## src/rtl/pedestal_subtract_window_integrate_defines.svh

```systemverilog
// ----------------------------------------------------------------------------
// Pedestal subtract / window integrate: assertion macros
// Shared property wrappers for the block's concurrent checks.
// ----------------------------------------------------------------------------
`ifndef PEDESTAL_SUBTRACT_WINDOW_INTEGRATE_DEFINES_SVH
`define PEDESTAL_SUBTRACT_WINDOW_INTEGRATE_DEFINES_SVH

// Same-cycle implication, disabled while in reset
`define PSW_ASSERT_IMPLY(name, ck, rn, cond, expr) \
    name: assert property (@(posedge ck) disable iff (!rn) (cond) |-> (expr)) \
        else $error("psw assertion failed");

// Next-cycle implication, disabled while in reset
`define PSW_ASSERT_NEXT(name, ck, rn, cond, expr) \
    name: assert property (@(posedge ck) disable iff (!rn) (cond) |=> (expr)) \
        else $error("psw assertion failed");

`endif

```

## src/rtl/psw_pkg.sv

```systemverilog
// ----------------------------------------------------------------------------
// psw_pkg
// Constants, opcodes and inter-module structs for the pedestal subtract /
// window integrate block.
// ----------------------------------------------------------------------------
package psw_pkg;

    // Packet geometry (SAMPLES_PER_PACKET must be a power of two)
    localparam int SAMPLES_PER_PACKET = 256;
    localparam int CHANNELS           = 16;
    localparam int WINDOWS            = 4;
    localparam int PED_CELLS          = 256;

    // Field widths
    localparam int WORD_W     = 16;
    localparam int SUM_W      = 24;
    localparam int REL_W      = 9;
    localparam int CELL_W     = 8;
    localparam int POS_W      = REL_W + 2;
    localparam int CFG_IDX_W  = 3;
    localparam int OP_W       = 2;
    localparam int CHAN_IN_W  = 4;
    localparam int WIN_OUT_W  = 2;

    localparam int SAMPLE_W = $clog2(SAMPLES_PER_PACKET);
    localparam int CH_W     = (CHANNELS > 1) ? $clog2(CHANNELS) : 1;
    localparam int WIN_W    = (WINDOWS > 1) ? $clog2(WINDOWS) : 1;
    localparam int REGS     = 2 * WINDOWS;

    // Pedestal store: {bank, cell, channel}
    localparam int PED_AW    = 1 + CELL_W + CH_W;
    localparam int PED_DEPTH = 2 ** PED_AW;

    // Accumulator store: {acc bank, channel}, one row holds every window
    localparam int ACC_AW    = 1 + CH_W;
    localparam int ACC_DEPTH = 2 ** ACC_AW;

    localparam logic [SAMPLE_W-1:0] SAMP_LAST = SAMPLE_W'(SAMPLES_PER_PACKET - 1);
    localparam logic [CH_W-1:0]     CH_LAST   = CH_W'(CHANNELS - 1);
    localparam logic [WIN_W-1:0]    WIN_LAST  = WIN_W'(WINDOWS - 1);

    typedef enum logic [OP_W-1:0] {
        OP_LOAD   = 2'd0,
        OP_HEADER = 2'd1,
        OP_SAMPLE = 2'd2,
        OP_NONE   = 2'd3
    } opcode_t;

    typedef logic [WINDOWS-1:0][SUM_W-1:0] acc_row_t;

    typedef struct packed {
        logic              en;
        logic [PED_AW-1:0] addr;
        logic [WORD_W-1:0] data;
    } ped_wr_t;

    typedef struct packed {
        logic              en;
        logic [PED_AW-1:0] addr;
    } ped_rd_t;

    // One sample on its way into the accumulators
    typedef struct packed {
        logic               valid;
        logic               bank;
        logic [CH_W-1:0]    chan;
        logic [WINDOWS-1:0] win_hit;
        logic               last;
        logic [WORD_W-1:0]  word;
    } smp_t;

    // Bank-wide event: header clear, or packet complete
    typedef struct packed {
        logic en;
        logic bank;
    } bank_evt_t;

    typedef struct packed {
        logic            en;
        logic            bank;
        logic [CH_W-1:0] chan;
    } acc_rd_t;

endpackage

```

## src/rtl/psw_acc.sv

```systemverilog
// ----------------------------------------------------------------------------
// psw_acc
// Window accumulator store. Read at sample accept, add in the pedestal
// subtracted difference, write back in the next cycle. Two banks: one
// integrates while the other is drained.
// ----------------------------------------------------------------------------
`include "pedestal_subtract_window_integrate_defines.svh"

module psw_acc
    import psw_pkg::*;
(
    input  logic              clk,
    input  logic              rst_n,
    input  smp_t              smp,
    input  bank_evt_t         clr,
    input  logic [WORD_W-1:0] ped_data,
    input  acc_rd_t           dr_rd,
    output bank_evt_t         done,
    output acc_row_t          dr_row,
    output logic              dr_vld
);

    acc_row_t mem [ACC_DEPTH];

    smp_t                 s1_reg;
    acc_row_t             rd_row_reg;
    logic [ACC_DEPTH-1:0] row_vld_reg;
    logic [ACC_DEPTH-1:0] row_vld_next;

    logic                 wb_valid_reg;
    logic [ACC_AW-1:0]    wb_addr_reg;
    acc_row_t             wb_data_reg;

    acc_row_t             dr_row_reg;
    logic                 dr_vld_reg;

    logic [ACC_AW-1:0]    addr1;
    logic                 fwd;
    acc_row_t             base_row;
    acc_row_t             new_row;
    logic [WORD_W-1:0]    diff;
    logic [SUM_W-1:0]     diff_ext;

    // Stage 1 control register
    always_ff @(posedge clk or negedge rst_n)
    begin
        if (!rst_n)
        begin
            s1_reg       <= '0;
            wb_valid_reg <= 1'b0;
            row_vld_reg  <= '0;
        end
        else
        begin
            s1_reg       <= smp;
            wb_valid_reg <= s1_reg.valid && !clr.en;
            row_vld_reg  <= row_vld_next;
        end
    end

    // Row read at accept
    always_ff @(posedge clk)
    begin
        if (smp.valid)
        begin
            rd_row_reg <= mem[{smp.bank, smp.chan}];
        end
    end

    // Read-modify-write: forward the row written on the previous edge
    always_comb
    begin
        addr1    = {s1_reg.bank, s1_reg.chan};
        fwd      = wb_valid_reg && (wb_addr_reg == addr1);
        diff     = s1_reg.word - ped_data;
        diff_ext = {{(SUM_W - WORD_W){diff[WORD_W-1]}}, diff};
        if (!row_vld_reg[addr1])
        begin
            base_row = '0;
        end
        else if (fwd)
        begin
            base_row = wb_data_reg;
        end
        else
        begin
            base_row = rd_row_reg;
        end
        for (int w = 0; w < WINDOWS; w++)
        begin
            new_row[w] = s1_reg.win_hit[w] ? base_row[w] + diff_ext : base_row[w];
        end
    end

    // Write back
    always_ff @(posedge clk)
    begin
        if (s1_reg.valid)
        begin
            mem[addr1] <= new_row;
        end
        wb_addr_reg <= addr1;
        wb_data_reg <= new_row;
    end

    // Row valid bits: set on write, header clears its whole bank
    always_comb
    begin
        row_vld_next = row_vld_reg;
        if (s1_reg.valid)
        begin
            row_vld_next[addr1] = 1'b1;
        end
        if (clr.en)
        begin
            for (int c = 0; c < 2 ** CH_W; c++)
            begin
                row_vld_next[{clr.bank, CH_W'(c)}] = 1'b0;
            end
        end
    end

    // Drain read port
    always_ff @(posedge clk)
    begin
        if (dr_rd.en)
        begin
            dr_row_reg <= mem[{dr_rd.bank, dr_rd.chan}];
            dr_vld_reg <= row_vld_reg[{dr_rd.bank, dr_rd.chan}];
        end
    end

    assign dr_row    = dr_row_reg;
    assign dr_vld    = dr_vld_reg;
    assign done.en   = s1_reg.valid && s1_reg.last;
    assign done.bank = s1_reg.bank;

    // Drain and integration never share a bank
    `PSW_ASSERT_IMPLY(a_drain_not_integrating, clk, rst_n, dr_rd.en && s1_reg.valid, dr_rd.bank != s1_reg.bank)
    // A header never clears the bank under drain
    `PSW_ASSERT_IMPLY(a_clear_not_draining, clk, rst_n, clr.en && dr_rd.en, clr.bank != dr_rd.bank)

endmodule

```

## config.mk

```make
export PLATFORM = sky130hd
export DESIGN_NAME = psw_acc
export DESIGN_NICKNAME = d
export VERILOG_FILES = /design/src/rtl/psw_pkg.sv /design/src/rtl/psw_acc.sv
export VERILOG_INCLUDE_DIRS = /design/src /design/src/rtl
export SDC_FILE = /design/constraint.sdc
export NUM_CORES = 2
export LEC_CHECK = 0
export ABC_AREA = 0
export BUFFER_PORTS_ARGS = -buffer_cell sky130_fd_sc_hd__buf_2
export CORE_MARGIN = 2
export CORE_UTILIZATION = 43
export CTS_BUF_LIST = sky130_fd_sc_hd__clkbuf_4 sky130_fd_sc_hd__clkbuf_8
export DETAILED_ROUTE_END_ITERATION = 7
export HOLD_SLACK_MARGIN = 0.1
export PLACE_DENSITY = 0.55
export SYNTH_ARGS = -nofsm -noshare
export SYNTH_HDL_FRONTEND = slang
export SYNTH_SLANG_ARGS = --single-unit
```

## constraint.sdc

```tcl
create_clock -name clk -period 10.6 [get_ports clk]
set_input_delay 2.12 -clock clk [delete_from_list [all_inputs] [get_ports clk]]
set_output_delay 2.12 -clock clk [all_outputs]
set_load 0.01 [all_outputs]
```

==> results.cfg <==
[outcome]
status = complete, no violations

[routing]
route.detailed.drc = 0
drt_iter0_drc = 9781
vias = 84720
drt_first_pass_iters = 5
wire_per_inst_um = 37.90
postRouteAntennaNets = 0
vias_per_cell = 6.488
wl_um = 495000

[clock_network]
post_cts_resized = 0
clkSlewWorstSetupHoldPaths_ps = 50
cts_tree = done
cts-root-buf = clkbuf_8
htree_levels = 6
cts_setup_buffers = 0
numCtsBuffers = 602
clk_latency_ps = 1200
cts_hold_buf = 0
cts.sinks = 3426
cts.path.max_buffers = 4

[yosys]
synth_most_common_cell = edfxtp_1
syn_nets = 7466
netlist_top_cells_area = edfxtp_1, mux4_2, mux2_2
synth_top_area_share_pct = 61.94
ys_types = 101
synth_edf_count = 3265
ys_ff_latch = 3426
synthFlopType = edfxtp_1
netlist_top_cells_count = edfxtp_1, mux4_2, clkbuf_1
avgSynthCellArea_sq_um = 21.68
synth_top_area_cell = edfxtp_1
synthCells = 7303
synth.cell_area_sq_um = 158300
yosysSeqAreaShare_pct = 64.16
yosysWarnings = 0
synthArstFlopShare_pct = 1.751

[power_and_ir_drop]
power_mw = 32.08
p_leak_nw = 56.80
p_per_area_nw_per_um2 = 180.4
ir_drop_mv = 0.1331

[timing]
skew_ps = 56.71
rsz0062_at_grt = no
slew_headroom_pct = 7.759
fin_crit_ps = 8046
slew_viol_final = 0
min_period_over_period_pct = 75.90
finalSetupTns_ps = 0
finalHoldViolCount = 0
max_freq_mhz = 124.3
tightest_slew_ps = 1384
setup_viol = 0

[global_routing]
antenna_found_initial = 11
grt_use_total_pct = 26.48
grt_max_degree = 126
grt_pass1_vias = 89400
grt_first_pass_wirelength_um = 693200
grt_remaining_overflow = 0

[floorplan]
die_h_um = 610.7
rows = 222
die_w_um = 610.7
dieArea_sq_um = 373000
coreArea_sq_um = 366100
ios = 152
initial_core_util_pct = 43.24

[finish]
max_flop_register = mem
final_cells = 13058
drive_gt1_share_pct = 44.12
largest_register_ffs = 3072
nNetsFinal = 7926
area_growth_pct = 12.36

[critical_path]
start_kind = flop
required_ps = 11380
worst-setup-path-type = flop to flop
cpMaxStageDelayCell = a21oi_2
slowest_delay_ps = 990
endpoint_kind = flop
critPathMaxFanout = 71
critPathArrivalTime_ps = 8820
path_buf_inv = 1
r2r_setup_slack_ps = 2550
crit_chain = buf_4 -> mux2i_1 -> o22ai_1 -> nor4_2 -> nand2_1 -> nand2_8 -> nor2_1 -> ha_1 -> fa_1 -> a21oi_1 -> o21a_1 -> nor2_1 -> o41a_1 -> o21ai_0 -> a221oi_1 -> o21ai_0 -> a21oi_1 -> o2111ai_1 -> nand2_1 -> o31ai_1 -> xor2_1 -> a21oi_2
crit_family = compound AO/OA/AOI/OAI gates

[min_path]
min_path_type = flop to flop

[placement]
dp.cells = 11974
dpl.hpwl_um = 253500
port_buffers = 151
gp_congestion = 0.8015

[run]
drv_cap = 0
## cells in the final DEF, fill, tap and decap left out, drive strengths merged, types with 14 or more instances in the layout
master / count
dfxtp: 101
clkbuf: 834
ha: 105
nand3: 32
clkinvlp: 21
clkinv: 197
nand2b: 15
a21oi: 83
a31oi: 14
xor2: 30
mux2: 250
and3: 17
o21ai: 53
nor2: 177
mux2i: 106
mux4: 1930
o21a: 44
nor3: 21
a21o: 39
edfxtp: 3265
o31ai: 24
buf: 372
inv: 80
xnor2: 96
nand2: 87
dfrtp: 60
## kinds of logic after synthesis
| group | count (synthesis) | share of synthesized area (%) |
|---|---|---|
| muxes | 2286 | 29.91 |
| DFF | 3426 | 64.16 |
| xor gates and xnor gates | 126 | 0.7066 |
| and+or+nand+nor | 429 | 1.319 |
| buffers and inverters | 575 | 1.428 |
| AOI/OAI and AO/OA | 347 | 1.556 |
| adders and majority gates | 114 | 0.9193 |
## path summary, 6_finish.rpt
kind / start / to / depth (start not counted)
max: addr1[0] / mem[10][42] / 22
min: row_vld_reg[10] / row_vld_reg[10] / 1
max reg2reg: addr1[0] / mem[10][42] / 22
min reg2reg: row_vld_reg[10] / row_vld_reg[10] / 1
max in group asynchronous: rst_n / s1_reg[17] / 1
min in group asynchronous: rst_n / s1_reg[20] / 1
## metal layers
layer / track usage [%] / share of wire [%] / vias up
met5: 0 / 0.0075 / -
met4: 8.147 / 3.1 / 6
met3: 3.611 / 6.4 / 840
met2: 44.75 / 50 / 3631
met1: 35.84 / 40 / 47179
li1: - / - / 33064
## through the flow
step	worst slack (ps)	util, %	hold WS, ps	area, sq um
finish	2555	48.58	515.6	177900
global route	2119	48.58	531.6	177900
CTS	2669	48.55	512.1	177700
detailed placement	1946	45.35	500.6	166000
global placement	2074	45.35	498.1	166000
floorplan	1752	-	342.2	158300
## final cells by class
type	instances	area, sq um
timing repair buffer	372	3055
tap	4816	6026
fill	29712	188200
multi-input combinational	3302	55250
clock buffer	834	10290
sequential	3426	101600
clock inverter	245	1439
antenna	4	10.01
inverter	59	221.5
## power breakdown
part           internal, mW  switching (mW)
Sequential             16.0           0.124
Clock                  6.44            5.65
Combinational          1.42            2.48
Total                  23.8            8.25
(Power assumes the default switching activity.)
