<file path="config.mk">
export PLATFORM = sky130hd
export DESIGN_NAME = psw_ctrl
export DESIGN_NICKNAME = d
export VERILOG_FILES = /design/src/rtl/pedestal_subtract_window_integrate_defines.svh /design/src/rtl/psw_pkg.sv /design/src/rtl/psw_ctrl.sv
export SDC_FILE = /design/constraint.sdc
export NUM_CORES = 1
export LEC_CHECK = 0
export BUFFER_PORTS_ARGS = -buffer_cell sky130_fd_sc_hd__buf_2
export CAP_MARGIN = 15
export CELL_PAD_IN_SITES_DETAIL_PLACEMENT = 0
export CELL_PAD_IN_SITES_GLOBAL_PLACEMENT = 2
export CORE_MARGIN = 1
export CORE_UTILIZATION = 35
export DETAILED_ROUTE_END_ITERATION = 16
export PLACE_DENSITY = 0.74
export SYNTH_ARGS = -nofsm -noshare
export SYNTH_HDL_FRONTEND = slang
export SYNTH_SLANG_ARGS = --single-unit
</file>
<file path="constraint.sdc">
create_clock -name clk -period 5.95 [get_ports clk]
set_clock_uncertainty 0.2 [all_clocks]
set_input_delay 0.8925 -clock clk [delete_from_list [all_inputs] [get_ports clk]]
set_output_delay 0.8925 -clock clk [all_outputs]
set_load 0.05 [all_outputs]
</file>
<file path="src/rtl/pedestal_subtract_window_integrate_defines.svh">
// ----------------------------------------------------------------------------
// Pedestal subtract / window integrate: assertion macros
// Shared property wrappers for the block's concurrent checks.
// ----------------------------------------------------------------------------
`ifndef PEDESTAL_SUBTRACT_WINDOW_INTEGRATE_DEFINES_SVH
`define PEDESTAL_SUBTRACT_WINDOW_INTEGRATE_DEFINES_SVH

// Same-cycle implication, disabled while in reset
`define PSW_ASSERT_IMPLY(name, ck, rn, cond, expr) \
    name: assert property (@(posedge ck) disable iff (!rn) (cond) |-> (expr)) \
        else $error("psw assertion failed");

// Next-cycle implication, disabled while in reset
`define PSW_ASSERT_NEXT(name, ck, rn, cond, expr) \
    name: assert property (@(posedge ck) disable iff (!rn) (cond) |=> (expr)) \
        else $error("psw assertion failed");

`endif

</file>
<file path="src/rtl/psw_pkg.sv">
// ----------------------------------------------------------------------------
// psw_pkg
// Constants, opcodes and inter-module structs for the pedestal subtract /
// window integrate block.
// ----------------------------------------------------------------------------
package psw_pkg;

    // Packet geometry (SAMPLES_PER_PACKET must be a power of two)
    localparam int SAMPLES_PER_PACKET = 256;
    localparam int CHANNELS           = 16;
    localparam int WINDOWS            = 4;
    localparam int PED_CELLS          = 256;

    // Field widths
    localparam int WORD_W     = 16;
    localparam int SUM_W      = 24;
    localparam int REL_W      = 9;
    localparam int CELL_W     = 8;
    localparam int POS_W      = REL_W + 2;
    localparam int CFG_IDX_W  = 3;
    localparam int OP_W       = 2;
    localparam int CHAN_IN_W  = 4;
    localparam int WIN_OUT_W  = 2;

    localparam int SAMPLE_W = $clog2(SAMPLES_PER_PACKET);
    localparam int CH_W     = (CHANNELS > 1) ? $clog2(CHANNELS) : 1;
    localparam int WIN_W    = (WINDOWS > 1) ? $clog2(WINDOWS) : 1;
    localparam int REGS     = 2 * WINDOWS;

    // Pedestal store: {bank, cell, channel}
    localparam int PED_AW    = 1 + CELL_W + CH_W;
    localparam int PED_DEPTH = 2 ** PED_AW;

    // Accumulator store: {acc bank, channel}, one row holds every window
    localparam int ACC_AW    = 1 + CH_W;
    localparam int ACC_DEPTH = 2 ** ACC_AW;

    localparam logic [SAMPLE_W-1:0] SAMP_LAST = SAMPLE_W'(SAMPLES_PER_PACKET - 1);
    localparam logic [CH_W-1:0]     CH_LAST   = CH_W'(CHANNELS - 1);
    localparam logic [WIN_W-1:0]    WIN_LAST  = WIN_W'(WINDOWS - 1);

    typedef enum logic [OP_W-1:0] {
        OP_LOAD   = 2'd0,
        OP_HEADER = 2'd1,
        OP_SAMPLE = 2'd2,
        OP_NONE   = 2'd3
    } opcode_t;

    typedef logic [WINDOWS-1:0][SUM_W-1:0] acc_row_t;

    typedef struct packed {
        logic              en;
        logic [PED_AW-1:0] addr;
        logic [WORD_W-1:0] data;
    } ped_wr_t;

    typedef struct packed {
        logic              en;
        logic [PED_AW-1:0] addr;
    } ped_rd_t;

    // One sample on its way into the accumulators
    typedef struct packed {
        logic               valid;
        logic               bank;
        logic [CH_W-1:0]    chan;
        logic [WINDOWS-1:0] win_hit;
        logic               last;
        logic [WORD_W-1:0]  word;
    } smp_t;

    // Bank-wide event: header clear, or packet complete
    typedef struct packed {
        logic en;
        logic bank;
    } bank_evt_t;

    typedef struct packed {
        logic            en;
        logic            bank;
        logic [CH_W-1:0] chan;
    } acc_rd_t;

endpackage

</file>
<file path="src/rtl/psw_ctrl.sv">
// ----------------------------------------------------------------------------
// psw_ctrl
// Item decode, window registers, header window placement, sample/channel
// counters and the pedestal cell pointer.
// ----------------------------------------------------------------------------
module psw_ctrl
    import psw_pkg::*;
(
    input  logic                 clk,
    input  logic                 rst_n,
    input  logic                 item_valid,
    output logic                 item_stall,
    input  logic [OP_W-1:0]      opcode,
    input  logic                 bank_sel,
    input  logic [CELL_W-1:0]    cell_req,
    input  logic [CHAN_IN_W-1:0] chan,
    input  logic [WORD_W-1:0]    word_value,
    input  logic [CELL_W-1:0]    trigger_fine_time,
    input  logic                 cfg_valid,
    output logic                 cfg_ready,
    input  logic [CFG_IDX_W-1:0] cfg_index,
    input  logic [REL_W-1:0]     cfg_data,
    input  logic                 drain_busy,
    output ped_wr_t              ped_wr,
    output ped_rd_t              ped_rd,
    output smp_t                 smp,
    output bank_evt_t            clr
);

    logic [REL_W-1:0]    rel_reg   [REGS];
    logic [SAMPLE_W-1:0] first_reg [WINDOWS];
    logic [SAMPLE_W-1:0] last_reg  [WINDOWS];
    logic [WINDOWS-1:0]  wraps_reg;

    logic [SAMPLE_W-1:0] first_next [WINDOWS];
    logic [SAMPLE_W-1:0] last_next  [WINDOWS];
    logic [POS_W-1:0]    pos_first  [WINDOWS];
    logic [POS_W-1:0]    pos_last_w [WINDOWS];

    logic [SAMPLE_W-1:0] samp_reg;
    logic [CH_W-1:0]     ch_reg;
    logic                done_reg;
    logic [CELL_W-1:0]   cell_reg;
    logic                pbank_reg;
    logic                abank_reg;

    opcode_t          op;
    logic             accept;
    logic             pos_last;
    logic             is_load;
    logic             is_hdr;
    logic             is_smp;
    logic [POS_W-1:0] base;
    logic [WINDOWS-1:0] win_hit;

    // Decode
    always_comb
    begin
        op       = opcode_t'(opcode);
        pos_last = !done_reg && (samp_reg == SAMP_LAST) && (ch_reg == CH_LAST);
        item_stall = drain_busy && pos_last;
        accept   = item_valid && !item_stall;
        is_load  = accept && (op == OP_LOAD) && (32'(chan) < CHANNELS);
        is_hdr   = accept && (op == OP_HEADER);
        is_smp   = accept && (op == OP_SAMPLE) && !done_reg;
    end

    // Window placement for a header, wrapped to the packet length
    always_comb
    begin
        base = {{(POS_W - CELL_W){1'b0}}, trigger_fine_time}
             - {{(POS_W - CELL_W){1'b0}}, cell_req};
        for (int w = 0; w < WINDOWS; w++)
        begin
            pos_first[w]  = base + {{(POS_W - REL_W){rel_reg[2*w][REL_W-1]}}, rel_reg[2*w]};
            pos_last_w[w] = base + {{(POS_W - REL_W){rel_reg[2*w+1][REL_W-1]}},
                                    rel_reg[2*w+1]};
            first_next[w] = pos_first[w][SAMPLE_W-1:0];
            last_next[w]  = pos_last_w[w][SAMPLE_W-1:0];
        end
    end

    // Coverage of the current sample
    always_comb
    begin
        for (int w = 0; w < WINDOWS; w++)
        begin
            if (wraps_reg[w])
            begin
                win_hit[w] = (samp_reg >= first_reg[w]) || (samp_reg <= last_reg[w]);
            end
            else
            begin
                win_hit[w] = (samp_reg >= first_reg[w]) && (samp_reg <= last_reg[w]);
            end
        end
    end

    // Configuration registers
    always_ff @(posedge clk or negedge rst_n)
    begin
        if (!rst_n)
        begin
            for (int i = 0; i < REGS; i++)
            begin
                rel_reg[i] <= '0;
            end
        end
        else
        begin
            for (int i = 0; i < REGS; i++)
            begin
                if (cfg_valid && (cfg_index == CFG_IDX_W'(i)))
                begin
                    rel_reg[i] <= cfg_data;
                end
            end
        end
    end

    // Packet state
    always_ff @(posedge clk or negedge rst_n)
    begin
        if (!rst_n)
        begin
            for (int w = 0; w < WINDOWS; w++)
            begin
                first_reg[w] <= '0;
                last_reg[w]  <= '0;
            end
            wraps_reg <= '0;
            samp_reg  <= '0;
            ch_reg    <= '0;
            done_reg  <= 1'b0;
            cell_reg  <= '0;
            pbank_reg <= 1'b0;
            abank_reg <= 1'b0;
        end
        else if (is_hdr)
        begin
            for (int w = 0; w < WINDOWS; w++)
            begin
                first_reg[w] <= first_next[w];
                last_reg[w]  <= last_next[w];
                wraps_reg[w] <= last_next[w] < first_next[w];
            end
            samp_reg  <= '0;
            ch_reg    <= '0;
            done_reg  <= 1'b0;
            cell_reg  <= cell_req;
            pbank_reg <= bank_sel;
        end
        else if (is_smp)
        begin
            if (ch_reg == CH_LAST)
            begin
                ch_reg   <= '0;
                samp_reg <= samp_reg + 1'b1;
                cell_reg <= cell_reg + 1'b1;
            end
            else
            begin
                ch_reg <= ch_reg + 1'b1;
            end
            // Packet complete: hand the bank over to the drain
            if (pos_last)
            begin
                done_reg  <= 1'b1;
                abank_reg <= ~abank_reg;
            end
        end
    end

    assign cfg_ready = 1'b1;

    assign ped_wr.en   = is_load;
    assign ped_wr.addr = {bank_sel, cell_req, CH_W'(chan)};
    assign ped_wr.data = word_value;

    assign ped_rd.en   = is_smp;
    assign ped_rd.addr = {pbank_reg, cell_reg, ch_reg};

    assign smp.valid   = is_smp;
    assign smp.bank    = abank_reg;
    assign smp.chan    = ch_reg;
    assign smp.win_hit = win_hit;
    assign smp.last    = pos_last;
    assign smp.word    = word_value;

    assign clr.en   = is_hdr;
    assign clr.bank = abank_reg;

endmodule
</file>
==> impl_metrics.toml <==
[logic_synthesis]
synth-seq-area-share = 0.340
syn_area_per_cell_um2 = 9.92
synth-main-ff-cell = "dfrtp_1"
synth_edf_count = 0
synth_top_area_cell = "dfrtp_1"
ys_ff_latch = 155
synth.most_common_cell = "ha_1"
synth_top_area_frac = 0.340
synthArstFlopShare = 1.00
synth_area_um2 = 11400
syn-instance-count = 1148
yosysUniqueCellTypes = 55
yosys-top-cells-count = "ha_1, dfrtp_1, nand2_1"
syn_nets = 1375
ys_warn_count = 0
synthTopCellsByArea = "dfrtp_1, ha_1, mux2_2, buf_4, nand2_1"

[global_route]
grt_pass1_wl_um = 44400
grt_antenna_before_repair = 3
grt_pass1_vias = 7906
grt-ovfl-total = 0
grt_max_degree = 90
track_usage = 0.178

[worst_setup_path]
critPathKind = "in2reg"
crit_family = "adder cells"
crit_fanout = 14
slowest_delay_ns = 1.15
path_cells = "buf_2 > inv_1 > ha_1 > inv_1 > fa_1 > ha_1 > a21oi_1 > o21ai_0 > a21oi_1 > xor2_1 > ha_1 > a211oi_1 > o21ai_0 > a31o_2 > a31oi_2"
cp.arrival_ns = 4.70
cp-start-kind = "input pin"
crit_required_ns = 6.10
critPathCaptureType = "flip-flop"
crit_path_frequent_cell = "ha_1"
crit_buf_inv = 3
crit_slowest_cell = "fa_1"

[flow_run]
drv_cap = 0

[pwr]
combPwrFrac = 0.495
power_switching_mw = 2.06
clock_power_share = 0.211
switching_share = 0.395
p_per_area_nw_per_um2 = 420
seq_power_share = 0.294
p_int_mw = 3.15
peakVddDrop_v = 0.000214
power.leakage_nw = 6.05

[timing]
tightest_slew_ns = 1.01
worst_slack_ns = 1.40
fin_crit_sh = 0.765
rsz0062_at_grt = "false"
drv_slew = 0
hold_viol_final = 0
period_minus_slack_ns = 4.55
totalNegativeSetupSlack_ns = 0
setup_viol = 0
fmax_mhz = 220
relSlewSlack = 0.327

[clock_network]
numClockSinks = 155
clk_pin_slew_ns = 0.06
hold_buffers = 0
root_buffer = "clkbuf_16"
postCtsSetupRepairBufs = 0
clk_path_buf_depth = 2
worstSkewPairLatency_ns = 0.43
tritoncts = "done"
h-tree-depth = 4
numCtsBuffers = 17
cts_resized = 0

[cells_and_area]
final_nets = 1395
syn_to_final_growth_pct = 8.72
seq_area_um2 = 3880
drive_above_1_share = 0.171
largest_reg_flops = 64
fillCellCount = 3211
multi_input_area_um2 = 6570
diodes = 0

[route]
vias_per_cell = 4.90
vias = 7905
drt_first_pass_iters = 4
ant_nets = 0
drt-total-wl_um = 27900
initialDrtViolationCount = 419
wire_per_inst_um = 17.3
drc = 0

[floorplanning]
dieArea_um2 = 33300
start_util = 0.358
pin_count = 131
die_x_um = 182
core_area_um2 = 31800
die_h_um = 182
row_count = 65

[placement]
io_buffers = 72
dp_slack_ns = 0.852
gp_congestion = 0.767
place_hpwl_um = 19700

[min_path]
min-delay-path-class = "reg2reg"

[status]
outcome = "completed"
worst paths after layout:
check | endpoint | slack (ns) | from | depth (start not counted)
worst max-delay path | wraps_reg[2] | 1.40 | trigger_fine_time[0] | 15
worst min-delay path | first_reg[11] | 0.28 | first_reg[11] | 2
worst max register to register | last_reg[15] | 2.48 | samp_reg[1] | 8
worst min register to register | first_reg[11] | 0.28 | first_reg[11] | 2
max in group asynchronous | first_reg[15] | 4.14 | rst_n | 2
min in group asynchronous | rel_reg[1] | 0.37 | rst_n | 1
worst reg2reg max path: stages, from the launching register on:
cell      delay (ns)
dfrtp_1         0.85
ha_1            0.39
nand4b_1        0.14
or4_4           0.47
nand4b_4        0.14
inv_4           0.04
buf_4           0.29
buf_4           0.44
mux2_4          0.39
layout by cell type (no fill, tap or decap), types with 5 or more instances in the layout:
master     netlist  layout
o21bai_1         5       5
o21ai_0         62      62
xnor3_1          8       8
fa_1             9       9
nand2_1        115     115
nand3_1          5       5
ha_1           162     162
nor2b_1         16      16
dfrtp_1        155     155
nand4_1         20      20
nor2_1          23      23
a21o_1          33      33
o21ai_1         38      38
nand2b_1        20      20
a21oi_1         66      65
clkbuf_16        0      17
xor2_1          42      42
buf_2            8      71
inv_1           98      98
buf_4           60      11
a211oi_1         7       7
mux2_4           6       6
nor4_1           6       6
xnor2_1         28      26
o211ai_1         8       8
mux2_2          64      64
nor3_1           7       7
and2_1           6       6
final cells by class:
class	count	area share
inverters	99	0.0302
clock inverters	9	0.0101
multi-input cells	812	0.531
repair buffers	83	0.0363
flip-flops and latches	155	0.313
well taps	435	0.0439
clock buffers	19	0.0358
logic make-up (layout without fill, tap and decap cells):
logic type	count (synthesis)	after routing	share of synthesized area
AO/OA/AOI/OAI	249	249	0.131
AND/OR/NAND/NOR	237	237	0.104
buffers and inverters	181	210	0.0851
adder cells (fa/ha/maj)	175	175	0.197
flip-flops	155	155	0.340
XOR/XNOR	78	78	0.0696
multiplexers	72	72	0.0729
other	1	1	0.000329
power groups by stage:
stage | clock [mW] | sequential [mW] | combinational (mW)
floorplan | 0 | 1.55 | 2.03
global placement | 0 | 1.54 | 2.57
detailed placement | 0 | 1.55 | 2.59
CTS | 1.13 | 1.53 | 2.61
global route | 1.17 | 1.57 | 2.95
finish | 1.10 | 1.53 | 2.58
metal layers:
layer  wire length (µm)  vias to the layer above  GRT usage  part of all wire
li1                   -                     3989          -                 -
met1              13900                     3773      0.246              0.50
met2              12700                      111      0.286              0.45
met3                786                       32     0.0265             0.028
met4                533                        0     0.0531             0.019
met5                  0                        -          0                 0
metrics by stage:
stage	instance area (µm²)	util	total power, mW	instances	hold WS (ns)
6_report	12400	0.389	5.20	1612	0.276
5_1_grt	12400	0.389	5.69	1612	0.302
4_1_cts	12400	0.389	5.28	1611	0.284
3_5_place_dp	11800	0.371	4.14	1583	0.270
3_3_place_gp	11800	0.371	4.12	1583	0.259
2_1_floorplan	11400	-	3.58	1148	0.247
Note: power is estimated with default switching activity, not from simulation.
