--- config.mk ---
export PLATFORM = sky130hd
export DESIGN_NAME = psw_drain
export DESIGN_NICKNAME = d
export VERILOG_FILES = /design/src/rtl/psw_pkg.sv /design/src/rtl/psw_drain.sv
export VERILOG_INCLUDE_DIRS = /design/src /design/src/rtl
export SDC_FILE = /design/constraint.sdc
export NUM_CORES = 1
export LEC_CHECK = 0
export BUFFER_PORTS_ARGS = -buffer_cell sky130_fd_sc_hd__buf_2
export CAP_MARGIN = 20
export CORE_MARGIN = 5
export CORE_UTILIZATION = 47
export CTS_CLUSTER_SIZE = 25
export DETAILED_ROUTE_END_ITERATION = 10
export PLACE_DENSITY = 0.95
export SYNTH_ARGS = -nofsm -noshare
export SYNTH_HDL_FRONTEND = slang
export SYNTH_SLANG_ARGS = --single-unit
export TNS_END_PERCENT = 1
--- constraint.sdc ---
create_clock -name clk -period 7.3 [get_ports clk]
set_clock_uncertainty 0.2 [all_clocks]
set_input_delay 0.365 -clock clk [delete_from_list [all_inputs] [get_ports clk]]
set_output_delay 0.365 -clock clk [all_outputs]
set_load 0.05 [all_outputs]
--- src/rtl/pedestal_subtract_window_integrate_defines.svh ---
// ----------------------------------------------------------------------------
// Pedestal subtract / window integrate: assertion macros
// Shared property wrappers for the block's concurrent checks.
// ----------------------------------------------------------------------------
`ifndef PEDESTAL_SUBTRACT_WINDOW_INTEGRATE_DEFINES_SVH
`define PEDESTAL_SUBTRACT_WINDOW_INTEGRATE_DEFINES_SVH

// Same-cycle implication, disabled while in reset
`define PSW_ASSERT_IMPLY(name, ck, rn, cond, expr) \
    name: assert property (@(posedge ck) disable iff (!rn) (cond) |-> (expr)) \
        else $error("psw assertion failed");

// Next-cycle implication, disabled while in reset
`define PSW_ASSERT_NEXT(name, ck, rn, cond, expr) \
    name: assert property (@(posedge ck) disable iff (!rn) (cond) |=> (expr)) \
        else $error("psw assertion failed");

`endif

--- src/rtl/psw_pkg.sv ---
// ----------------------------------------------------------------------------
// psw_pkg
// Constants, opcodes and inter-module structs for the pedestal subtract /
// window integrate block.
// ----------------------------------------------------------------------------
package psw_pkg;

    // Packet geometry (SAMPLES_PER_PACKET must be a power of two)
    localparam int SAMPLES_PER_PACKET = 256;
    localparam int CHANNELS           = 16;
    localparam int WINDOWS            = 4;
    localparam int PED_CELLS          = 256;

    // Field widths
    localparam int WORD_W     = 16;
    localparam int SUM_W      = 24;
    localparam int REL_W      = 9;
    localparam int CELL_W     = 8;
    localparam int POS_W      = REL_W + 2;
    localparam int CFG_IDX_W  = 3;
    localparam int OP_W       = 2;
    localparam int CHAN_IN_W  = 4;
    localparam int WIN_OUT_W  = 2;

    localparam int SAMPLE_W = $clog2(SAMPLES_PER_PACKET);
    localparam int CH_W     = (CHANNELS > 1) ? $clog2(CHANNELS) : 1;
    localparam int WIN_W    = (WINDOWS > 1) ? $clog2(WINDOWS) : 1;
    localparam int REGS     = 2 * WINDOWS;

    // Pedestal store: {bank, cell, channel}
    localparam int PED_AW    = 1 + CELL_W + CH_W;
    localparam int PED_DEPTH = 2 ** PED_AW;

    // Accumulator store: {acc bank, channel}, one row holds every window
    localparam int ACC_AW    = 1 + CH_W;
    localparam int ACC_DEPTH = 2 ** ACC_AW;

    localparam logic [SAMPLE_W-1:0] SAMP_LAST = SAMPLE_W'(SAMPLES_PER_PACKET - 1);
    localparam logic [CH_W-1:0]     CH_LAST   = CH_W'(CHANNELS - 1);
    localparam logic [WIN_W-1:0]    WIN_LAST  = WIN_W'(WINDOWS - 1);

    typedef enum logic [OP_W-1:0] {
        OP_LOAD   = 2'd0,
        OP_HEADER = 2'd1,
        OP_SAMPLE = 2'd2,
        OP_NONE   = 2'd3
    } opcode_t;

    typedef logic [WINDOWS-1:0][SUM_W-1:0] acc_row_t;

    typedef struct packed {
        logic              en;
        logic [PED_AW-1:0] addr;
        logic [WORD_W-1:0] data;
    } ped_wr_t;

    typedef struct packed {
        logic              en;
        logic [PED_AW-1:0] addr;
    } ped_rd_t;

    // One sample on its way into the accumulators
    typedef struct packed {
        logic               valid;
        logic               bank;
        logic [CH_W-1:0]    chan;
        logic [WINDOWS-1:0] win_hit;
        logic               last;
        logic [WORD_W-1:0]  word;
    } smp_t;

    // Bank-wide event: header clear, or packet complete
    typedef struct packed {
        logic en;
        logic bank;
    } bank_evt_t;

    typedef struct packed {
        logic            en;
        logic            bank;
        logic [CH_W-1:0] chan;
    } acc_rd_t;

endpackage

--- src/rtl/psw_drain.sv ---
// ----------------------------------------------------------------------------
// psw_drain
// Walks a finished accumulator bank window-major and presents the sums on
// the output channel through a registered output stage.
// ----------------------------------------------------------------------------
`include "pedestal_subtract_window_integrate_defines.svh"

module psw_drain
    import psw_pkg::*;
(
    input  logic                 clk,
    input  logic                 rst_n,
    input  bank_evt_t            start,
    output acc_rd_t              dr_rd,
    input  acc_row_t             dr_row,
    input  logic                 dr_vld,
    output logic                 busy,
    output logic                 sum_valid,
    input  logic                 sum_stall,
    output logic [WIN_OUT_W-1:0] window_index,
    output logic [CHAN_IN_W-1:0] channel_index,
    output logic [SUM_W-1:0]     window_sum,
    output logic                 last_of_run
);

    logic             active_reg, active_next;
    logic             bank_reg;
    logic [WIN_W-1:0] w_reg;
    logic [CH_W-1:0]  ch_reg;
    logic             rd_pend_reg, rd_pend_next;
    logic [WIN_W-1:0] rd_w_reg;
    logic [CH_W-1:0]  rd_ch_reg;
    logic             rd_last_reg;
    logic             out_valid_reg, out_valid_next;

    logic [WIN_OUT_W-1:0] win_out_reg;
    logic [CHAN_IN_W-1:0] ch_out_reg;
    logic [SUM_W-1:0]     sum_out_reg;
    logic                 last_out_reg;

    logic take;
    logic load;
    logic issue;
    logic at_end;

    // Handshake between read slot and output register
    always_comb
    begin
        take   = out_valid_reg && !sum_stall;
        load   = rd_pend_reg && (!out_valid_reg || take);
        issue  = active_reg && (!rd_pend_reg || load);
        at_end = (w_reg == WIN_LAST) && (ch_reg == CH_LAST);

        active_next = active_reg;
        if (start.en)
        begin
            active_next = 1'b1;
        end
        else if (issue && at_end)
        begin
            active_next = 1'b0;
        end

        rd_pend_next = issue ? 1'b1 : (load ? 1'b0 : rd_pend_reg);
        out_valid_next = load ? 1'b1 : (take ? 1'b0 : out_valid_reg);
    end

    // Control state
    always_ff @(posedge clk or negedge rst_n)
    begin
        if (!rst_n)
        begin
            active_reg    <= 1'b0;
            rd_pend_reg   <= 1'b0;
            out_valid_reg <= 1'b0;
            w_reg         <= '0;
            ch_reg        <= '0;
        end
        else
        begin
            active_reg    <= active_next;
            rd_pend_reg   <= rd_pend_next;
            out_valid_reg <= out_valid_next;
            if (start.en)
            begin
                w_reg  <= '0;
                ch_reg <= '0;
            end
            else if (issue)
            begin
                if (ch_reg == CH_LAST)
                begin
                    ch_reg <= '0;
                    w_reg  <= w_reg + 1'b1;
                end
                else
                begin
                    ch_reg <= ch_reg + 1'b1;
                end
            end
        end
    end

    // Payload: bank, read tags, output fields
    always_ff @(posedge clk)
    begin
        if (start.en)
        begin
            bank_reg <= start.bank;
        end
        if (issue)
        begin
            rd_w_reg    <= w_reg;
            rd_ch_reg   <= ch_reg;
            rd_last_reg <= at_end;
        end
        if (load)
        begin
            win_out_reg  <= WIN_OUT_W'(rd_w_reg);
            ch_out_reg   <= CHAN_IN_W'(rd_ch_reg);
            sum_out_reg  <= dr_vld ? dr_row[rd_w_reg] : '0;
            last_out_reg <= rd_last_reg;
        end
    end

    assign dr_rd.en      = issue;
    assign dr_rd.bank    = bank_reg;
    assign dr_rd.chan    = ch_reg;
    assign busy          = start.en || active_reg || rd_pend_reg || out_valid_reg;
    assign sum_valid     = out_valid_reg;
    assign window_index  = win_out_reg;
    assign channel_index = ch_out_reg;
    assign window_sum    = sum_out_reg;
    assign last_of_run   = last_out_reg;

    // A new bank only arrives once the previous one is fully handed over
    `PSW_ASSERT_IMPLY(a_start_when_idle, clk, rst_n, start.en, !active_reg && !rd_pend_reg && !out_valid_reg)

endmodule

==> flow_summary.json, run 1 <==
{
  "status": "finished, final reports clean",
  "grt_pass1_wl_um": 9610,
  "maxSlewViolCount": 0,
  "dp_hpwl_um": 5360,
  "fin_crit_sh": 0.351,
  "p_comb_frac": 0.201,
  "post_cts_resized": 0,
  "grt.total_usage": 0.199,
  "min_to": "bank_reg",
  "cts_buffers": 5,
  "yosysUniqueCellTypes": 34,
  "synth_ff_type": "edfxtp_1",
  "rsz0062_at_grt": "false",
  "drv_cap": 0,
  "antenna_found_initial": 0,
  "holdBufCountCts": 1,
  "grt_pass1_vias": 1876,
  "routed_wl_um": 6690,
  "r2r_end": "window_sum[0]",
  "hold_depth": 1,
  "cts_root_buffer": "clkbuf_8",
  "final_antenna_net_count": 0,
  "synth_area_um2": 2430,
  "hp-start": "start[0]",
  "viasPerCell": 5.30,
  "clock-sinks": 48,
  "dr.first_iter.drc_count": 69,
  "gr-total-overflow": 0,
  "row_count": 26,
  "power_density_nw_per_um2": 192,
  "ys_warn_count": 0,
  "worstPathCellList": "and3_1, nor2_1, buf_2",
  "insertion_delay_ps": 290,
  "post_cts_buffers": 0,
  "synth_async_sr_flop_share": 0.188,
  "setup_viol": 0,
  "required_ps": 6730,
  "chipHeight_um": 82.0,
  "timing.rr.start": "rd_w_reg[1]",
  "cp_slowest_cell": "nor2_1",
  "largest_reg_flops": 24,
  "fmax_mhz": 390,
  "dieArea_um2": 6720,
  "ys_seq_area_frac": 0.574,
  "initial_core_util": 0.480,
  "synth_seq_cells": 48,
  "r2r_cells": 2,
  "syn_avg_cell_area_um2": 16.8,
  "worstSetupPathType": "flop to output pin",
  "vdd_ir_drop_max_mv": 0.115,
  "gp_congestion": 0.889,
  "core_area_um2": 5070,
  "seq_power_share": 0.506,
  "drc": 0,
  "io_pins": 141,
  "fin_nets": 387,
  "grt_max_degree": 32,
  "p_sw_frac": 0.268,
  "synth-edff-count": 39,
  "wl_per_cell_um": 18.9,
  "clk_path_buf_depth": 2,
  "min_path_type": "input port to flop",
  "antenna_cells": 0,
  "max_stage_delay_ps": 600,
  "drt_first_pass_iters": 4,
  "syn_inst": 145,
  "cts.reportedPaths.clkPinSlew_ps": 90,
  "crit_path_max_fanout": 10,
  "area_growth_syn_to_layout_pct": 34.6,
  "period_minus_slack_ps": 2560,
  "hold_viol_final": 0,
  "r2r_slack_ps": 5160,
  "cts_tree": "yes",
  "fin_util": 0.645,
  "fin_tns_setup_ps": 0,
  "tightest_slew_ps": 1090,
  "die_x_um": 82.0,
  "drive_gt1_frac": 0.613,
  "arrival_ps": 2000,
  "start_kind": "flop",
  "port_buffers": 140,
  "slew_headroom": 0.274,
  "p_switching_w": 0.000169,
  "p_int_w": 0.000462,
  "syn_nets": 249,
  "dr_total_vias": 1877,
  "htreeDepth": 2,
  "p_leak_nw": 1.46,
  "crit_path_end_kind": "output pin",
  "power.clock.fraction": 0.293
}
[layer usage]
layer  up-vias  share of wire  global-route usage
met1       933           0.37               0.256
li1        854              -                   -
met3        14          0.076              0.0537
met2        76           0.53               0.321
met5         -              0                   0
met4         0          0.022              0.0731
[per-stage QoR]
stage	hold WS, ps	std cells	setup slack (ps)	total power, W	instance area (um^2)
detailed placement	26.1	345	5020	0.000452	3150
CTS	34.8	354	4730	0.000635	3280
global placement	22.4	345	5080	0.000449	3150
floorplan	-131	145	3690	0.000407	2430
global route	35.2	354	4630	0.000660	3280
finish	45.5	354	4740	0.000630	3280
[how the worst max path moves through the flow]
stage	endpoint	slack [ps]	startpoint	depth (start not counted)
3_5_place_dp	dr_rd[5]	5020	sum_stall	4
5_1_grt	dr_rd[5]	4630	sum_valid	3
3_3_place_gp	dr_rd[5]	5080	sum_stall	4
6_report	dr_rd[5]	4740	sum_valid	3
2_1_floorplan	channel_index[0]	3690	sum_valid	1
4_1_cts	dr_rd[5]	4730	sum_valid	3
[logic make-up (layout without fill, tap and decap cells)]
logic type / Yosys count / in the layout / synth area share
DFF: 48 / 48 / 0.574
buffers and inverters: 13 / 152 / 0.0406
muxes: 25 / 25 / 0.233
AOI/OAI and AO/OA: 13 / 13 / 0.0339
adders and majority gates: 2 / 2 / 0.0103
and+or+nand+nor: 44 / 44 / 0.108
[cell usage after synthesis, drive strengths merged, types with 3 or more instances]
cell type | instances | share of area
mux4 | 24 | 0.23
nand3 | 3 | 0.0062
buf | 7 | 0.031
edfxtp | 39 | 0.48
a21oi | 5 | 0.010
and2 | 24 | 0.062
clkbuf | 4 | 0.0062
dfrtp | 9 | 0.093
nor2 | 3 | 0.0046
[power by group through the flow]
stage,Sequential (W),Clock (W),Combinational [W]
after global routing,0.000321,0.000206,0.000134
after global placement,0.000325,0,0.000124
final,0.000319,0.000184,0.000127
after CTS,0.000319,0.000189,0.000127
after detailed placement,0.000326,0,0.000127
after floorplan,0.000367,0,0.0000406
[layout by cell type, fill, tap and decap left out, types with 2 or more instances in the layout]
cell,n
a21oi_1,5
and2_1,24
and3_1,2
buf_2,140
clkbuf_8,6
dfrtp_1,9
edfxtp_1,39
ha_1,2
mux4_1,4
mux4_2,20
nand2_1,2
nand3_1,3
nor2_1,3
nor3_1,2
o21ai_0,2
or4_1,2
[cell type report]
type,instances,area (um^2)
Clock inverter,1,8.76
Timing Repair Buffer,142,718
Sequential cell,48,1400
Tap cell,70,87.6
Inverter,2,7.51
Fill cell,386,1800
Multi-Input combinational cell,84,950
Clock buffer,7,108
[worst max-delay path, delay by kind of cell (launching register included)]
kind / cells / cell delay, ps
buf+inv: 1 / 390
simple gates: 2 / 850
flops: 1 / 460
No activity file was read; power rests on OpenSTA's default activity.
==> inputs of run 2 (changes only) <==
Settings changed: CORE_UTILIZATION 47 to 44, PLACE_DENSITY 0.95 to 0.91.
Clock period 7.3 ns to 2.5 ns, I/O delays scaled along.
==> run 2 against run 1 <==
Final area rose by 1.9%. Power increased to 2.9 times the previous value. First-iteration DRC count increased by 93%. Non-clock buffer count grew 6. Combinational power rose to 3.0 times the previous value. Largest cell class unchanged. Clock-buffer cell count is 1 lower. Register-to-register slack got worse by 4500 ps.
==> flow_summary.json, run 2 (same netlist as run 1, synthesis figures left out) <==
{
  "start_kind": "input port",
  "cts.reportedPaths.clkPinSlew_ps": 80,
  "chipHeight_um": 84.4,
  "row_count": 27,
  "die_x_um": 84.4,
  "grt_pass1_vias": 2105,
  "final_cell_mix": "buf_2 (140), edfxtp_1 (39), and2_1 (24), mux4_2 (20), dfrtp_1 (9)",
  "wl_per_cell_um": 18.2,
  "period_minus_slack_ps": 1930,
  "crit_path_end_kind": "output pin",
  "drt_first_pass_iters": 4,
  "htreeDepth": 2,
  "dp_hpwl_um": 5340,
  "port_buffers": 140,
  "gp_congestion": 0.936,
  "n_fill_cell": 432,
  "worstSetupPathType": "input port to output pin",
  "insertion_delay_ps": 280,
  "cts_root_buffer": "clkbuf_8",
  "setup_viol": 0,
  "drive_gt1_frac": 0.607,
  "clock-sinks": 48,
  "dr_total_vias": 1888,
  "required_ps": 2170,
  "tightest_slew_ps": 397,
  "grt.total_usage": 0.188,
  "viasPerCell": 5.20,
  "design_area_um2": 3340,
  "grt_pass1_wl_um": 10500,
  "min_path_type": "input port to async pin",
  "core_area_um2": 5440,
  "gr-total-overflow": 0,
  "dr.first_iter.drc_count": 133,
  "drv_cap": 0,
  "fin_tns_setup_ps": 0,
  "final_antenna_net_count": 0,
  "largest_reg_flops": 24,
  "layout_commonest_cell": "buf_2",
  "clk_path_buf_depth": 2,
  "rsz0062_at_grt": "false",
  "cts_buffers": 5,
  "dieArea_um2": 7120,
  "crit_path_max_fanout": 11,
  "arrival_ps": 1610,
  "hold_viol_final": 0,
  "maxSlewViolCount": 0,
  "grt_max_degree": 32,
  "p_leak_nw": 1.49,
  "fin_nets": 393,
  "slew_headroom": 0.735,
  "placed_area_um2": 3190,
  "status": "finished, final reports clean",
  "p_total_w": 0.00184,
  "fmax_mhz": 517,
  "post_cts_buffers": 0,
  "drc": 0,
  "initial_core_util": 0.447,
  "power_density_nw_per_um2": 550,
  "routed_wl_um": 6600,
  "area_growth_syn_to_layout_pct": 37.1,
  "fin_crit_sh": 0.774,
  "cts_tree": "yes",
  "io_pins": 141,
  "antenna_found_initial": 2,
  "vdd_ir_drop_max_mv": 0.396
}
[run 2: worst paths after layout]
kind                         startpoint          endpoint  slack, ps  depth (start not counted)
setup / recovery               start[1]              busy        570                          4
min in group clk              dr_row[2]     window_sum[2]        120                          3
setup reg to reg              ch_reg[0]         ch_reg[0]        670                          4
hold reg to reg            rd_ch_reg[0]  channel_index[0]        220                          0
max in group asynchronous         rst_n          w_reg[0]       1880                          2
hold / removal                    rst_n         ch_reg[2]         30                          2
[run 2: stage by stage]
| stage | hold WS [ps] | util | setup slack [ps] | instances |
|---|---|---|---|---|
| 2_1_floorplan | -371 | - | 296 | 145 |
| 3_3_place_gp | -214 | 0.586 | 742 | 350 |
| 3_5_place_dp | -212 | 0.586 | 697 | 350 |
| 4_1_cts | 5.79 | 0.613 | 583 | 362 |
| 5_1_grt | 37.2 | 0.614 | 506 | 363 |
| 6_report | 31.8 | 0.614 | 565 | 363 |
[run 2: layout make-up]
type	count	area [um^2]	share of cell area
inverters	2	7.51	0.00225
flip-flops and latches	48	1400	0.418
clock inverters	2	35.0	0.0105
multi-input cells	84	950	0.285
diodes	1	2.50	0.000750
clock buffers	6	72.6	0.0217
well taps	72	90.1	0.0270
repair buffers	148	783	0.235
[run 2: what timing repair did]
action | in CTS | in global routing
hold endpoints to repair | 15 | 0
resized for setup | 0 | 0
hold buffers | 4 | 0
[run 2: layer usage]
layer  part of all wire  wire (um)  global-route usage
met5             0.0020         13                   0
met4              0.016        108              0.0518
met3              0.079        519              0.0569
met2               0.53       3530               0.332
met1               0.37       2430               0.222
[run 2: power by group]
group	total (W)	switching (W)	internal, W	leakage, nW
Sequential	0.000928	0.0000147	0.000913	0.505
Clock	0.000531	0.000234	0.000297	0.0552
Combinational	0.000379	0.000224	0.000154	0.928
Total	0.00184	0.000473	0.00136	1.49
[run 2: critical path, stage by stage]
cell	delay (ps)
dlygate4sd3_1	540
buf_2	190
or4_1	530
buf_2	220
==> inputs of run 3 (changes only) <==
Clock period 2.5 ns to 1.9 ns, I/O delays scaled along.
==> run 3 against run 2 <==
Sequential cell count unchanged. Global-route usage down 0.11 points. Highest routed layer is now met4. Clock power up 17%. Sequential share of layout area down 0.56 points. Sequential power up 31%. Power up 28%. Clock-buffer cell count down 1. Die area unchanged. Largest cell class unchanged.
==> flow_summary.json, run 3 (same netlist as run 1, synthesis figures left out) <==
{
  "status": "finished, final reports clean",
  "dp_hpwl_um": 5290,
  "fin_nets": 398,
  "drc": 0,
  "fmax_mhz": 542,
  "required_ps": 1600,
  "design_area_um2": 3380,
  "crit_path_end_kind": "output pin",
  "min_path_type": "input port to flop",
  "chipHeight_um": 84.4,
  "grt_pass1_vias": 1927,
  "io_pins": 141,
  "r2r_slack_ps": 100,
  "htreeDepth": 2,
  "wl_per_cell_um": 18.0,
  "cts_tree": "yes",
  "port_buffers": 140,
  "final_antenna_net_count": 0,
  "routed_wl_um": 6600,
  "crit_path_start": "start[1]",
  "max_stage_delay_ps": 550,
  "slew_headroom": 0.712,
  "clk_path_buf_depth": 2,
  "maxSlewViolCount": 0,
  "drt_first_pass_iters": 4,
  "hold_depth": 3,
  "fin_util": 0.622,
  "grt_max_degree": 32,
  "worstSetupPathType": "input port to output pin",
  "timing.rr.start": "ch_reg[0]",
  "drive_gt1_frac": 0.614,
  "tightest_slew_ps": 431,
  "core_area_um2": 5440,
  "endpoint": "busy",
  "start_kind": "input port",
  "cts_buffers": 5,
  "area_growth_syn_to_layout_pct": 39.0,
  "setup_viol": 0,
  "period_minus_slack_ps": 1850,
  "hold_viol_final": 0,
  "antenna_cells": 0,
  "insertion_delay_ps": 300,
  "largest_reg_flops": 24,
  "viasPerCell": 5.08,
  "grt_pass1_wl_um": 10300,
  "worstPathCellList": "dlygate4sd3_1, clkbuf_4, or4_1, buf_6",
  "clock-sinks": 48,
  "row_count": 27,
  "final_cell_mix": "buf_2 (137), edfxtp_1 (39), and2_1 (24), mux4_2 (20), dfrtp_1 (9)",
  "dieArea_um2": 7120,
  "r2r_end": "ch_reg[0]",
  "antenna_found_initial": 0,
  "r2r_cells": 4,
  "cp_slowest_cell": "or4_1",
  "post_cts_buffers": 0,
  "power_density_nw_per_um2": 696,
  "cts.reportedPaths.clkPinSlew_ps": 90,
  "die_x_um": 84.4,
  "crit_path_max_fanout": 11,
  "dr.first_iter.drc_count": 120,
  "dr_total_vias": 1864,
  "vdd_ir_drop_max_mv": 0.389,
  "arrival_ps": 1550,
  "fin_crit_sh": 0.972,
  "drv_cap": 0,
  "gr-total-overflow": 0,
  "grt.total_usage": 0.187,
  "placed_area_um2": 3230,
  "layout_commonest_cell": "buf_2",
  "cts_root_buffer": "clkbuf_8",
  "initial_core_util": 0.447,
  "p_leak_nw": 1.52,
  "gp_congestion": 0.853,
  "rsz0062_at_grt": "false"
}
==> run 3: per-stage QoR <==
stage / setup TNS (ps) / hold WS [ps] / cells / worst slack [ps] / power (W)
floorplan: -216 / -401 / 145 / -48.6 / 0.00156
global placement: 0 / -244 / 354 / 146 / 0.00174
detailed placement: 0 / -243 / 354 / 112 / 0.00175
CTS: 0 / 61.3 / 367 / 23.6 / 0.00237
global route: 0 / 60.9 / 367 / 1.83 / 0.00246
finish: 0 / 74.3 / 367 / 53.9 / 0.00235
==> run 3: cell type report <==
| type | instances | area (um^2) |
|---|---|---|
| clock buffer | 5 | 68.8 |
| clock inverter | 3 | 22.5 |
| fill | 441 | 2060 |
| inverter | 2 | 7.51 |
| multi-input combinational | 84 | 950 |
| sequential | 48 | 1400 |
| tap | 72 | 90.1 |
| timing repair buffer | 153 | 847 |
==> run 3: timing repair <==
action / CTS / global route
endpoints found under the hold margin: 16 / 0
hold buffers: 5 / 0
resized for setup: 0 / 5
endpoints found under the setup margin: 0 / 2
==> run 3: worst max-delay path: cells and delay by family <==
kind | cells | cell delay (ps)
buffers and inverters | 3 | 890
AND/OR/NAND/NOR | 1 | 550
==> run 3: worst min path at each step <==
stage / startpoint / end / slack, ps
6_report: dr_row[0] / window_sum[0] / 70
3_5_place_dp: rst_n / ch_reg[1] / -240
5_1_grt: dr_row[74] / window_sum[2] / 60
3_3_place_gp: rst_n / sum_valid / -240
2_1_floorplan: rst_n / active_reg / -400
4_1_cts: dr_row[0] / window_sum[0] / 60
==> run 3: routing by layer <==
metal,GRT usage,vias to the layer above,wire (um)
met2,0.333,60,3550
met3,0.0402,5,356
li1,-,880,-
met4,0.0475,0,53
met5,0,-,0
met1,0.231,919,2640
==> run 3: report_power, final <==
group | internal (W) | leakage (nW) | switching, W
Sequential | 0.00120 | 0.505 | 0.0000171
Combinational | 0.000213 | 0.962 | 0.000300
Clock | 0.000264 | 0.0485 | 0.000359
